$ cat src/rrss_pkg.sv
// rrss_pkg.sv: shared types, codes and helpers of the round-robin slice scheduler
package rrss_pkg;

    // command codes of an input item
    localparam logic [1:0] CMD_LOAD  = 2'd0;
    localparam logic [1:0] CMD_RUN   = 2'd1;
    localparam logic [1:0] CMD_READ  = 2'd2;
    localparam logic [1:0] CMD_CLEAR = 2'd3;

    // result kinds
    localparam logic [2:0] KIND_LOADED   = 3'd0;
    localparam logic [2:0] KIND_SLICE    = 3'd1;
    localparam logic [2:0] KIND_ALL_DONE = 3'd2;
    localparam logic [2:0] KIND_STATS    = 3'd3;
    localparam logic [2:0] KIND_FULL     = 3'd4;

    localparam logic [31:0] SAT32 = 32'hFFFF_FFFF;

    // input item
    typedef struct packed {
        logic [1:0]  cmd;
        logic [15:0] arrival;
        logic [15:0] burst_len;
        logic [3:0]  process_select;
    } rrss_in_t;

    // result item
    typedef struct packed {
        logic [2:0]  kind;
        logic [4:0]  process_number;
        logic [31:0] slice_start;
        logic [31:0] slice_end;
        logic        finished;
        logic [31:0] waiting_total;
        logic [31:0] turnaround;
    } rrss_out_t;

    // one process table entry
    typedef struct packed {
        logic [31:0] ready_time;
        logic [15:0] original_arrival;
        logic [15:0] total_burst;
        logic [15:0] remaining_burst;
        logic [31:0] wait_accum;
        logic        done_flag;
    } rrss_entry_t;

    // what the datapath should place in the result register
    typedef enum logic [2:0] {
        EMIT_NONE,
        EMIT_LOADED,
        EMIT_FULL,
        EMIT_ALL_DONE,
        EMIT_SLICE,
        EMIT_STATS,
        EMIT_STATS_NONE
    } rrss_emit_t;

    // controller states
    typedef enum logic [2:0] {
        ST_IDLE,
        ST_SCAN,
        ST_SCAN_TAIL,
        ST_UPD_START,
        ST_UPD_END,
        ST_UPD_WRITE,
        ST_RD_WAIT
    } rrss_state_t;

    // commands from controller to datapath
    typedef struct packed {
        logic       load;
        logic       clear;
        logic       scan_start;
        logic       scan_step;
        logic       upd_start;
        logic       upd_end;
        logic       upd_write;
        logic       rd_issue;
        rrss_emit_t emit;
    } rrss_cmd_t;

    // status from datapath to controller
    typedef struct packed {
        logic table_full;
        logic count_zero;
        logic scan_last;
        logic found;
        logic sel_valid;
    } rrss_status_t;

    // saturating 32-bit add
    function automatic logic [31:0] sat_add32(input logic [31:0] a, input logic [31:0] b);
        logic [32:0] s;
        s = {1'b0, a} + {1'b0, b};
        return s[32] ? SAT32 : s[31:0];
    endfunction

endpackage

$ cat src/rrss_ctrl.sv
// rrss_ctrl.sv: command sequencer of the slice scheduler
module rrss_ctrl
    import rrss_pkg::*;
(
    input  logic         clk,
    input  logic         rst_n,
    input  logic         start,
    input  logic [1:0]   cmd,
    input  rrss_status_t status,
    output rrss_cmd_t    dp_cmd,
    output logic         busy
);

    rrss_state_t state_reg;
    rrss_state_t state_next;

    // state register
    always_ff @(posedge clk or negedge rst_n)
    begin
        if (!rst_n)
        begin
            state_reg <= ST_IDLE;
        end
        else
        begin
            state_reg <= state_next;
        end
    end

    // next state and datapath commands
    always_comb
    begin
        state_next = state_reg;
        dp_cmd     = '0;
        dp_cmd.emit = EMIT_NONE;
        case (state_reg)
            ST_IDLE:
            begin
                if (start)
                begin
                    case (cmd)
                        CMD_LOAD:
                        begin
                            if (status.table_full)
                            begin
                                dp_cmd.emit = EMIT_FULL;
                            end
                            else
                            begin
                                dp_cmd.load = 1'b1;
                                dp_cmd.emit = EMIT_LOADED;
                            end
                        end
                        CMD_RUN:
                        begin
                            if (status.count_zero)
                            begin
                                dp_cmd.emit = EMIT_ALL_DONE;
                            end
                            else
                            begin
                                dp_cmd.scan_start = 1'b1;
                                state_next = ST_SCAN;
                            end
                        end
                        CMD_READ:
                        begin
                            if (status.sel_valid)
                            begin
                                dp_cmd.rd_issue = 1'b1;
                                state_next = ST_RD_WAIT;
                            end
                            else
                            begin
                                dp_cmd.emit = EMIT_STATS_NONE;
                            end
                        end
                        default:
                        begin
                            dp_cmd.clear = 1'b1;
                        end
                    endcase
                end
            end
            ST_SCAN:
            begin
                dp_cmd.scan_step = 1'b1;
                if (status.scan_last)
                begin
                    state_next = ST_SCAN_TAIL;
                end
            end
            ST_SCAN_TAIL:
            begin
                state_next = ST_UPD_START;
            end
            ST_UPD_START:
            begin
                if (status.found)
                begin
                    dp_cmd.upd_start = 1'b1;
                    state_next = ST_UPD_END;
                end
                else
                begin
                    dp_cmd.emit = EMIT_ALL_DONE;
                    state_next = ST_IDLE;
                end
            end
            ST_UPD_END:
            begin
                dp_cmd.upd_end = 1'b1;
                state_next = ST_UPD_WRITE;
            end
            ST_UPD_WRITE:
            begin
                dp_cmd.upd_write = 1'b1;
                dp_cmd.emit = EMIT_SLICE;
                state_next = ST_IDLE;
            end
            ST_RD_WAIT:
            begin
                dp_cmd.emit = EMIT_STATS;
                state_next = ST_IDLE;
            end
            default:
            begin
                state_next = ST_IDLE;
            end
        endcase
    end

    assign busy = (state_reg != ST_IDLE);

endmodule

$ cat src/rrss_datapath.sv
// rrss_datapath.sv: process table memory, scan, slice arithmetic and result register
module rrss_datapath
    import rrss_pkg::*;
#(
    parameter int PROC_MAX = 16
)
(
    input  logic         clk,
    input  logic         rst_n,
    input  rrss_in_t     request,
    input  logic         quantum_we,
    input  logic [15:0]  quantum_data,
    input  rrss_cmd_t    dp_cmd,
    output rrss_status_t status,
    output logic         result_valid,
    output rrss_out_t    result
);

    localparam int IW = (PROC_MAX > 1) ? $clog2(PROC_MAX) : 1;
    localparam int CW = $clog2(PROC_MAX + 1);

    // process table
    rrss_entry_t mem [PROC_MAX];
    rrss_entry_t rd_data_reg;
    logic [IW-1:0] rd_addr;
    logic [IW-1:0] wr_addr;
    logic          wr_en;
    rrss_entry_t   wr_data;

    logic [CW-1:0] count_reg, count_next;
    logic [31:0]   clock_reg, clock_next;
    logic [15:0]   quantum_reg;
    logic [IW-1:0] scan_ptr_reg, scan_ptr_next;
    logic          pend_reg, pend_next;
    logic [IW-1:0] pend_idx_reg, pend_idx_next;
    logic          found_reg, found_next;
    logic [IW-1:0] best_idx_reg, best_idx_next;
    rrss_entry_t   best_reg, best_next;
    logic [31:0]   start_reg, start_next;
    logic [31:0]   end_reg, end_next;
    logic [15:0]   run_reg, run_next;
    logic          res_valid_reg, res_valid_next;
    rrss_out_t     res_reg, res_next;

    logic [15:0]   q_eff;
    logic          take;
    logic          fin;
    logic [31:0]   slice_end;
    rrss_entry_t   load_entry;

    // table memory: one write port, one registered read port
    always_ff @(posedge clk)
    begin
        if (wr_en)
        begin
            mem[wr_addr] <= wr_data;
        end
        rd_data_reg <= mem[rd_addr];
    end

    assign rd_addr = dp_cmd.rd_issue ? IW'(request.process_select) : scan_ptr_reg;

    always_comb
    begin
        load_entry = '0;
        load_entry.ready_time       = {16'd0, request.arrival};
        load_entry.original_arrival = request.arrival;
        load_entry.total_burst      = request.burst_len;
        load_entry.remaining_burst  = request.burst_len;
    end

    assign wr_en   = dp_cmd.load | dp_cmd.upd_write;
    assign wr_addr = dp_cmd.load ? IW'(count_reg) : best_idx_reg;
    assign wr_data = dp_cmd.load ? load_entry : best_reg;

    // status towards the controller
    assign status.table_full = (count_reg == CW'(PROC_MAX));
    assign status.count_zero = (count_reg == '0);
    assign status.scan_last  = (CW'(scan_ptr_reg) == count_reg - CW'(1));
    assign status.found      = found_reg;
    assign status.sel_valid  = (32'(request.process_select) < 32'(count_reg));

    // quantum of zero runs as one
    assign q_eff = (quantum_reg == 16'd0) ? 16'd1 : quantum_reg;

    // earliest ready time wins, then earlier arrival, then lower slot
    assign take = pend_reg && !rd_data_reg.done_flag &&
                  (!found_reg ||
                   (rd_data_reg.ready_time < best_reg.ready_time) ||
                   ((rd_data_reg.ready_time == best_reg.ready_time) &&
                    (rd_data_reg.original_arrival < best_reg.original_arrival)));

    assign fin       = (best_reg.remaining_burst <= q_eff);
    assign slice_end = sat_add32(start_reg, {16'd0, run_reg});

    // next state of the datapath registers
    always_comb
    begin
        count_next    = count_reg;
        clock_next    = clock_reg;
        scan_ptr_next = scan_ptr_reg;
        pend_next     = 1'b0;
        pend_idx_next = pend_idx_reg;
        found_next    = found_reg;
        best_idx_next = best_idx_reg;
        best_next     = best_reg;
        start_next    = start_reg;
        end_next      = end_reg;
        run_next      = run_reg;

        // table load and clear
        if (dp_cmd.load)
        begin
            count_next = count_reg + CW'(1);
        end
        if (dp_cmd.clear)
        begin
            count_next = '0;
            clock_next = '0;
        end

        // slot of a statistics read, held until its result is built
        if (dp_cmd.rd_issue)
        begin
            pend_idx_next = IW'(request.process_select);
        end

        // scan pipeline: read issue then compare
        if (take)
        begin
            found_next    = 1'b1;
            best_idx_next = pend_idx_reg;
            best_next     = rd_data_reg;
        end
        if (dp_cmd.scan_start)
        begin
            scan_ptr_next = '0;
            found_next    = 1'b0;
        end
        if (dp_cmd.scan_step)
        begin
            pend_next     = 1'b1;
            pend_idx_next = scan_ptr_reg;
            scan_ptr_next = scan_ptr_reg + IW'(1);
        end

        // slice: start time, run length and remaining burst
        if (dp_cmd.upd_start)
        begin
            start_next = (clock_reg < best_reg.ready_time) ? best_reg.ready_time : clock_reg;
            run_next   = fin ? best_reg.remaining_burst : q_eff;
            best_next.remaining_burst = fin ? 16'd0 : best_reg.remaining_burst - q_eff;
            best_next.done_flag       = fin;
        end

        // slice: waiting time, end time and clock
        if (dp_cmd.upd_end)
        begin
            best_next.wait_accum = sat_add32(best_reg.wait_accum,
                                             start_reg - best_reg.ready_time);
            end_next   = slice_end;
            clock_next = slice_end;
            if (!best_reg.done_flag)
            begin
                best_next.ready_time = slice_end;
            end
        end
    end

    // result register
    always_comb
    begin
        res_valid_next = (dp_cmd.emit != EMIT_NONE);
        res_next       = '0;
        case (dp_cmd.emit)
            EMIT_LOADED:
            begin
                res_next.kind           = KIND_LOADED;
                res_next.process_number = 5'(32'(count_reg) + 32'd1);
            end
            EMIT_FULL:
            begin
                res_next.kind = KIND_FULL;
            end
            EMIT_ALL_DONE:
            begin
                res_next.kind        = KIND_ALL_DONE;
                res_next.slice_start = clock_reg;
                res_next.slice_end   = clock_reg;
            end
            EMIT_SLICE:
            begin
                res_next.kind           = KIND_SLICE;
                res_next.process_number = 5'(32'(best_idx_reg) + 32'd1);
                res_next.slice_start    = start_reg;
                res_next.slice_end      = end_reg;
                res_next.finished       = best_reg.done_flag;
                res_next.waiting_total  = best_reg.wait_accum;
                res_next.turnaround     = sat_add32(best_reg.wait_accum,
                                                    {16'd0, best_reg.total_burst});
            end
            EMIT_STATS:
            begin
                res_next.kind           = KIND_STATS;
                res_next.process_number = 5'(32'(pend_idx_reg) + 32'd1);
                res_next.finished       = rd_data_reg.done_flag;
                res_next.waiting_total  = rd_data_reg.wait_accum;
                res_next.turnaround     = sat_add32(rd_data_reg.wait_accum,
                                                    {16'd0, rd_data_reg.total_burst});
            end
            EMIT_STATS_NONE:
            begin
                res_next.kind = KIND_STATS;
            end
            default:
            begin
                res_next = '0;
            end
        endcase
    end

    // control registers
    always_ff @(posedge clk or negedge rst_n)
    begin
        if (!rst_n)
        begin
            count_reg     <= '0;
            clock_reg     <= '0;
            quantum_reg   <= 16'd1;
            found_reg     <= 1'b0;
            pend_reg      <= 1'b0;
            res_valid_reg <= 1'b0;
        end
        else
        begin
            count_reg     <= count_next;
            clock_reg     <= clock_next;
            found_reg     <= found_next;
            pend_reg      <= pend_next;
            res_valid_reg <= res_valid_next;
            if (quantum_we)
            begin
                quantum_reg <= quantum_data;
            end
        end
    end

    // payload registers
    always_ff @(posedge clk)
    begin
        scan_ptr_reg <= scan_ptr_next;
        pend_idx_reg <= pend_idx_next;
        best_idx_reg <= best_idx_next;
        best_reg     <= best_next;
        start_reg    <= start_next;
        end_reg      <= end_next;
        run_reg      <= run_next;
        res_reg      <= res_next;
    end

    assign result_valid = res_valid_reg;
    assign result       = res_reg;

endmodule

$ cat src/round_robin_slice_scheduler_core.sv
// round_robin_slice_scheduler_core.sv: top level of the round-robin slice scheduler
// An item is taken when start is high and busy is low; its result, if any, appears
// on result for exactly one cycle with result_valid high, and the receiver cannot
// stall it. A load, a run on an empty table and a read of an unloaded slot answer
// in the cycle right after the accepting edge and leave busy low; clear produces no
// result. A read of a loaded slot holds busy while the entry is read and answers in
// the first cycle with busy low. A run on a loaded table scans the process table one
// slot per cycle through a registered read port, then runs ST_SCAN_TAIL, ST_UPD_START
// and, unless every loaded process has finished, ST_UPD_END and ST_UPD_WRITE; its
// result is on the ports in the first cycle with busy low. The user must write the
// quantum through quantum_we and quantum_data while idle; the block does not check.
module round_robin_slice_scheduler_core
    import rrss_pkg::*;
#(
    parameter int PROC_MAX = 16
)
(
    input  logic        clk,
    input  logic        rst_n,
    input  logic        start,
    input  rrss_in_t    request,
    output logic        busy,
    input  logic        quantum_we,
    input  logic [15:0] quantum_data,
    output logic        result_valid,
    output rrss_out_t   result
);

    rrss_cmd_t    dp_cmd;
    rrss_status_t status;

    // sequencer
    rrss_ctrl u_ctrl (
        .clk    (clk),
        .rst_n  (rst_n),
        .start  (start),
        .cmd    (request.cmd),
        .status (status),
        .dp_cmd (dp_cmd),
        .busy   (busy)
    );

    // table and arithmetic
    rrss_datapath #(
        .PROC_MAX (PROC_MAX)
    ) u_datapath (
        .clk          (clk),
        .rst_n        (rst_n),
        .request      (request),
        .quantum_we   (quantum_we),
        .quantum_data (quantum_data),
        .dp_cmd       (dp_cmd),
        .status       (status),
        .result_valid (result_valid),
        .result       (result)
    );

`ifndef SYNTHESIS
    // a run on a non-empty table must occupy the block
    assert property (@(posedge clk) disable iff (!rst_n)
        (start && !busy && request.cmd == CMD_RUN && !status.count_zero) |=> busy)
        else $error("run item did not start a scan");

    // load and clear complete in the accepting cycle
    assert property (@(posedge clk) disable iff (!rst_n)
        (start && !busy && (request.cmd == CMD_LOAD || request.cmd == CMD_CLEAR)) |=> !busy)
        else $error("load or clear item left the block busy");

    // a result only follows an accepted item or work in progress
    assert property (@(posedge clk) disable iff (!rst_n)
        result_valid |-> $past(busy || start))
        else $error("result without an item");

    // a slice never ends before it starts
    assert property (@(posedge clk) disable iff (!rst_n)
        (result_valid && result.kind == KIND_SLICE) |-> (result.slice_end >= result.slice_start))
        else $error("slice ends before it starts");
`endif

endmodule
$ cat config.mk
export PLATFORM = sky130hd
export DESIGN_NAME = round_robin_slice_scheduler_core
export DESIGN_NICKNAME = d
export VERILOG_FILES = /design/src/rrss_pkg.sv /design/src/rrss_ctrl.sv /design/src/rrss_datapath.sv /design/src/round_robin_slice_scheduler_core.sv
export SDC_FILE = /design/constraint.sdc
export NUM_CORES = 2
export LEC_CHECK = 0
export BUFFER_PORTS_ARGS = -buffer_cell sky130_fd_sc_hd__buf_2
export CAP_MARGIN = 10
export CORE_ASPECT_RATIO = 1.2
export CORE_MARGIN = 2
export CORE_UTILIZATION = 45
export CTS_CLUSTER_SIZE = 20
export DETAILED_ROUTE_END_ITERATION = 7
export MAX_ROUTING_LAYER = met4
export PLACE_DENSITY = 0.64
export SLEW_MARGIN = 5
export SYNTH_ARGS = -nofsm -noshare
export SYNTH_HDL_FRONTEND = slang
export SYNTH_SLANG_ARGS = --single-unit
export TNS_END_PERCENT = 50
$ cat constraint.sdc
create_clock -name clk -period 8.06 [get_ports clk]
set_input_delay 0.403 -clock clk [delete_from_list [all_inputs] [get_ports clk]]
set_output_delay 0.403 -clock clk [all_outputs]
set_load 0.05 [all_outputs]
## Word-level counts from Yosys, hierarchy flattened

Memories as Yosys holds them, arrays and structs flattened. A register that Yosys moved wholly into a read port is not among the register bits.
Cells that the tools add are included.

| word-level totals | value |
|---|---|
| memories kept | 1 |
| logic and storage cells | 153 |
| memory bits (writable) | 1808 |
| bits of input ports | 58 |
| register bits | 401 |

Memory list:

| name | words | bits a word | rd ports | clocked after Yosys merged registers in | wr ports | RTL line | source |
|---|---|---|---|---|---|---|---|
| u_datapath.mem | 16 | 113 | 1 | 1 | 1 | rrss_datapath.sv:23 | `rrss_entry_t mem [PROC_MAX];` |

| cells by class | value |
|---|---|
| reduce and logical (&&, ||, !) cells | 23 |
| $lt $le $gt $ge | 5 |
| add/sub/neg operators | 12 |
| equality and inequality tests | 22 |
| bitwise logic cells | 1 |
| muxes and demuxes | 63 |

Operator list:

| kind | count |
|---|---|
| 32-bit 2-to-1 mux | 10 |
| 113-bit 2-to-1 mux | 2 |
| 65-bit case mux with 2 select lines | 1 |
| 64-bit case mux with 2 select lines | 1 |
| 32-bit by 16-bit adder with 33-bit output | 3 |
| 32-bit < comparator | 2 |
| 16-bit 2-to-1 mux | 4 |
| 32-bit by 32-bit adder with 33-bit output | 1 |
| 32-bit == test | 1 |
| 32-bit subtractor | 1 |
| 4-bit 2-to-1 mux | 7 |
| 3-bit 2-to-1 mux | 8 |
| 3-bit case mux with 4 select lines | 2 |
| 1-bit 2-to-1 mux | 19 |
| 3-bit == test (second input constant) | 6 |
| 16-bit <= comparator | 1 |
| 16-bit zero test | 1 |
| 16-bit < comparator | 1 |
| 16-bit subtractor | 1 |
| 3-bit case mux with 5 select lines | 1 |
| 5-bit case mux with 3 select lines | 1 |
| 2-bit nonzero test | 7 |
| 3-bit by 2-bit == test with 1-bit output (second input constant) | 4 |
| 4-bit by 1-bit adder with 5-bit output (second input constant) | 2 |
| other kinds (26) | 39 |

## Depth between registers and ports, before layout

| logic depth | value |
|---|---|
| word-level depth | 8 |
| mapped depth | 22 |
| gate-level depth less buffers | 21 |

## Modules after synthesis

From an unflattened synthesis, not the netlist that was laid out.

| second synthesis, totals | value |
|---|---|
| cells, all modules | 5833 |
| area, all modules | 95910.7 sq um |

Modules (own cells, without submodules):

| module | seq. area each (sq um) | instances | cells an instance | area each (sq um) |
|---|---|---|---|---|
| rrss_datapath | 66535.1 | 1 | 5779 | 95541.6 |
| rrss_ctrl | 75.1 | 1 | 54 | 369.1 |

## Worst setup path after synthesis

Ideal clock, no wire load.

| timing path | value |
|---|---|
| path kind | reg2reg |
| start point | reg u_datapath.count_reg[1] |
| end point | mem u_datapath.mem[6][0] (netlist bit), enable pin |
| required time | 7.473 ns |
| slack | 1.095 ns |
| arrival time | 6.378 ns |
| stages on the path, launching flop included | 10 |
| path through | dfrtp_1 -> clkbuf_1 -> inv_1 -> ha_1 -> nand3_1 -> and3_1 -> clkbuf_1 -> nand3_1 -> o31a_1 -> nor2_1 |

| between the ends | value |
|---|---|
| longest elaborated chain between the ends | 8 |

Ends and longest elaborated chain:

| item | RTL line | source |
|---|---|---|
| start: declaration | rrss_datapath.sv:30 | `logic [CW-1:0] count_reg, count_next;` |
| start signal: assignment | rrss_datapath.sv:236 | `count_reg <= count_next;` |
| 5-bit == test | rrss_datapath.sv:77 | `assign status.table_full = (count_reg == CW'(PROC_MAX));` |
| 1-bit 2-to-1 mux | rrss_ctrl.sv:44 | `if (status.table_full)` |
| 1-bit 2-to-1 mux | rrss_ctrl.sv:41 | `case (cmd)` |
| 3-bit 2-to-1 mux | rrss_ctrl.sv:39 | `if (start)` |
| 3-bit 2-to-1 mux | rrss_ctrl.sv:36 | `case (state_reg)` |
| 1-bit OR | rrss_datapath.sv:72 | `assign wr_en = dp_cmd.load \| dp_cmd.upd_write;` |
| 1-bit 2-to-1 mux | rrss_datapath.sv:54 | `if (wr_en)` |
| 1-bit 2-to-1 mux (implied by the code) | rrss_datapath.sv:56 | `mem[wr_addr] <= wr_data;` |
| end: declaration | rrss_datapath.sv:23 |  |

Parallel ways exist; a longest one is shown, timed or not.

==> results.sh <==
export IMPL_final_max_slew_viol_count=0
export IMPL_worst_ep_arrival_time_ps=5950
export IMPL_yosysSeqAreaShare_pct=69.8
export IMPL_async_flop_share_pct=2.54
export IMPL_setup_worst_path_class="reg2reg"
export IMPL_pre_cts_slack_ps=2750
export IMPL_clockPowerShare_pct=24.2
export IMPL_initial_utilization_pct=45.2
export IMPL_power_density_mw_per_mm2=402
export IMPL_dp_cells=9099
export IMPL_vias=57500
export IMPL_grt_pass1_vias=56000
export IMPL_drc_errors=0
export IMPL_synth_seq_cells=2322
export IMPL_hp_start="quantum_we"
export IMPL_timing_final_ws_setup_ps=2680
export IMPL_synth_top_area_share_pct=62.3
export IMPL_hold_ws_ps=87.6
export IMPL_grt_pass1_wl_um=396000
export IMPL_track_usage_pct=26.1
export IMPL_drive_gt1_share_pct=11.4
export IMPL_htree_levels=4
export IMPL_cts_root_buf="clkbuf_16"
export IMPL_setup_viol=0
export IMPL_outcome="finished clean"
export IMPL_period_needed_ps=5380
export IMPL_final_hold_violation_count=0
export IMPL_gr_total_overflow=0
export IMPL_finalClockSkew_ps=44.7
export IMPL_yosysTopAreaCell="edfxtp_1"
export IMPL_stdcell_count=9546
export IMPL_sw_frac_of_total_pct=36.8
export IMPL_io_pins=197
export IMPL_comb_power_share_pct=37.1
export IMPL_hold_path_class="in2reg"
export IMPL_antenna_found_initial=38
export IMPL_ant_nets=0
export IMPL_path_clk_slew_ps=70
export IMPL_end_kind="flip-flop"
export IMPL_dominantRegCellSynth="edfxtp_1"
export IMPL_core_mm2=0.211
export IMPL_place_congestion=0.933
export IMPL_io_buffer_count=196
export IMPL_r2r_start="u_datapath.start_reg[1]"
export IMPL_dieArea_mm2=0.216
export IMPL_ys_warn_count=0
export IMPL_required_ps=8630
export IMPL_clkLatencyLatePin_ps=870
export IMPL_internal_power_mw=27.4
export IMPL_grt_max_degree=150
export IMPL_leakagePower_nw=40.4
export IMPL_drtPass1Iterations=6
export IMPL_numCtsBuffers=214
export IMPL_post_cts_buffers=0
export IMPL_reg2regPathDepth=19
export IMPL_drt_iter0_drc=6164
export IMPL_hold_end="u_datapath.quantum_reg[12]"
export IMPL_r2r_end="u_datapath.best_reg[2]"
export IMPL_holdBufCountCts=22
export IMPL_synth_area_leaders="edfxtp_1 (62%), mux2i_1 (10%), dfxtp_1 (5.9%), o22ai_1 (3.0%), ha_1 (2.9%)"
export IMPL_syn_area_mm2=0.0954
export IMPL_num_nets_final=6817
export IMPL_critPathLaunchType="flip-flop"
export IMPL_vdd_ir_drop_worst_mv=0.429
export IMPL_fp_dieH_um=508
export IMPL_seqPwrFrac_pct=38.7
export IMPL_cts_tree="done"
export IMPL_syn_area_per_cell_um2=15.2
export IMPL_largest_reg_flops=1808
export IMPL_synthCells=6294
export IMPL_synth_fp_nets=6579
export IMPL_dp_hpwl_um=162000
export IMPL_fill_cells=17400
export IMPL_p_switching_mw=16.0
export IMPL_synth_edf_count=1981
export IMPL_ctsResizeCount=0
export IMPL_numClockSinks=2322
export IMPL_ys_types=81
export IMPL_final_setup_tns_ps=0
export IMPL_rrSetupSlack_ps=2680
export IMPL_tightest_slew_ps=1360
export IMPL_slew_headroom_pct=9.66
export IMPL_area_delta_synth_final_pct=12.9
export IMPL_rows=185
export IMPL_rsz0062_at_grt="false"
export IMPL_power_mw=43.3
export IMPL_routed_wirelength_um=279000
export IMPL_whs_path_depth=2
export IMPL_die_w_um=424
export IMPL_top_register="u_datapath.mem"
export IMPL_maxCapViolCount=0
export IMPL_fin_crit_sh_pct=66.7
export IMPL_crit_fanout=32
export IMPL_clock_path_buffers=3
export IMPL_clock_fmax_mhz=186
export IMPL_wire_per_inst_um=29.2
export IMPL_viasPerCell=6.03
[cells by family (layout without fill, tap and decap cells)]
family / after synthesis / count (layout) / share of synthesized area (%)
flops: 2322 / 2322 / 69.8
compound gates: 1273 / 1273 / 8.67
mux: 1024 / 1024 / 10.8
simple gates: 864 / 864 / 4.70
buf+inv: 468 / 895 / 1.92
fa+ha+maj: 227 / 227 / 3.02
xor+xnor: 116 / 116 / 1.06
other cells: 0 / 20 / 0
[cell usage after synthesis (40+ instances only)]
library cell,count
buf_2,62
xnor2_1,75
o21ai_0,206
dfrtp_1,58
nor3_1,49
nand4_1,40
a21o_1,72
inv_1,157
a21oi_1,198
ha_1,221
nor2_1,145
nand2_1,257
buf_1,52
edfxtp_1,1981
a22o_1,113
mux2_2,51
or4_1,115
clkbuf_1,196
xor2_1,41
nand3_1,66
and2_1,50
o22ai_1,463
dfxtp_1,282
mux2i_1,973
[stage by stage]
step	utilization, %	cell area, um2
after detailed placement	47.4	100000
final	51.0	108000
after floorplan	-	95400
after CTS	51.0	108000
after global placement	47.4	100000
after global routing	51.0	108000
[layer usage]
metal	track usage (%)	vias to the layer above	part of all wire, %
met1	34.6	29500	42
met2	41.0	2360	47
li1	-	25200	-
met5	-	-	0
met3	3.71	497	7.1
met4	9.65	0	4.0
[final cells by class]
cell class / instances / area, um2 / area share, %
diodes: 20 / 50.0 / 0.0464
clock buffers: 289 / 6110 / 5.67
clock inverters: 116 / 1230 / 1.14
inverters: 158 / 594 / 0.552
multi-input cells: 3504 / 27300 / 25.3
flip-flops and latches: 2322 / 66600 / 61.8
well taps: 2805 / 3510 / 3.26
repair buffers: 332 / 2380 / 2.21
[worst max-delay path, cell delays in order (launching register included)]
cell      delay (ps)
edfxtp_1         480
ha_1             330
nor2b_1          140
o31a_1           270
o21ai_1          350
o21ai_0          250
o41ai_2          680
nor3_1           130
or3_1            340
xor2_1           240
ha_1             330
inv_1             90
nor2_1            60
and4_1           180
a32oi_1          210
a31oi_1          110
o31ai_1          180
nor3b_2          190
buf_4            350
a21oi_1          130
[placed cells by master (no fill, tap or decap), types with 42 or more instances in the layout]
cell	instances
a22o_1	113
mux2i_1	972
nor3_1	48
nand3_1	65
buf_2	196
ha_1	221
o22ai_1	463
inv_1	155
or4_1	115
clkbuf_16	227
dfxtp_1	282
clkbuf_1	42
mux2_2	51
buf_4	87
dfrtp_1	58
xnor2_1	75
o21ai_0	194
edfxtp_1	1981
and2_1	47
a21oi_1	198
a21o_1	72
nand2_1	247
nor2_1	128
[power groups by stage]
stage               combinational (mW)  sequential [mW]  clock, mW
floorplan                         11.0             16.6          0
global placement                  15.6             17.0          0
detailed placement                15.9             17.0          0
CTS                               16.0             16.7       10.6
global route                      17.3             16.8       11.0
finish                            16.1             16.8       10.5
[worst max path at each step]
stage               cells past startpoint               startpoint  slack, ps                       to
finish                                 19  u_datapath.start_reg[1]       2680   u_datapath.best_reg[2]
CTS                                    19  u_datapath.best_reg[87]       2720  u_datapath.best_reg[16]
floorplan                               9  u_datapath.count_reg[1]       1100     u_datapath.mem[6][0]
global placement                       20  u_datapath.best_reg[95]       2780  u_datapath.best_reg[20]
global route                           19  u_datapath.best_reg[87]       2220  u_datapath.best_reg[20]
detailed placement                     20  u_datapath.best_reg[95]       2750   u_datapath.best_reg[2]
No activity file was read; power rests on OpenSTA's default activity.
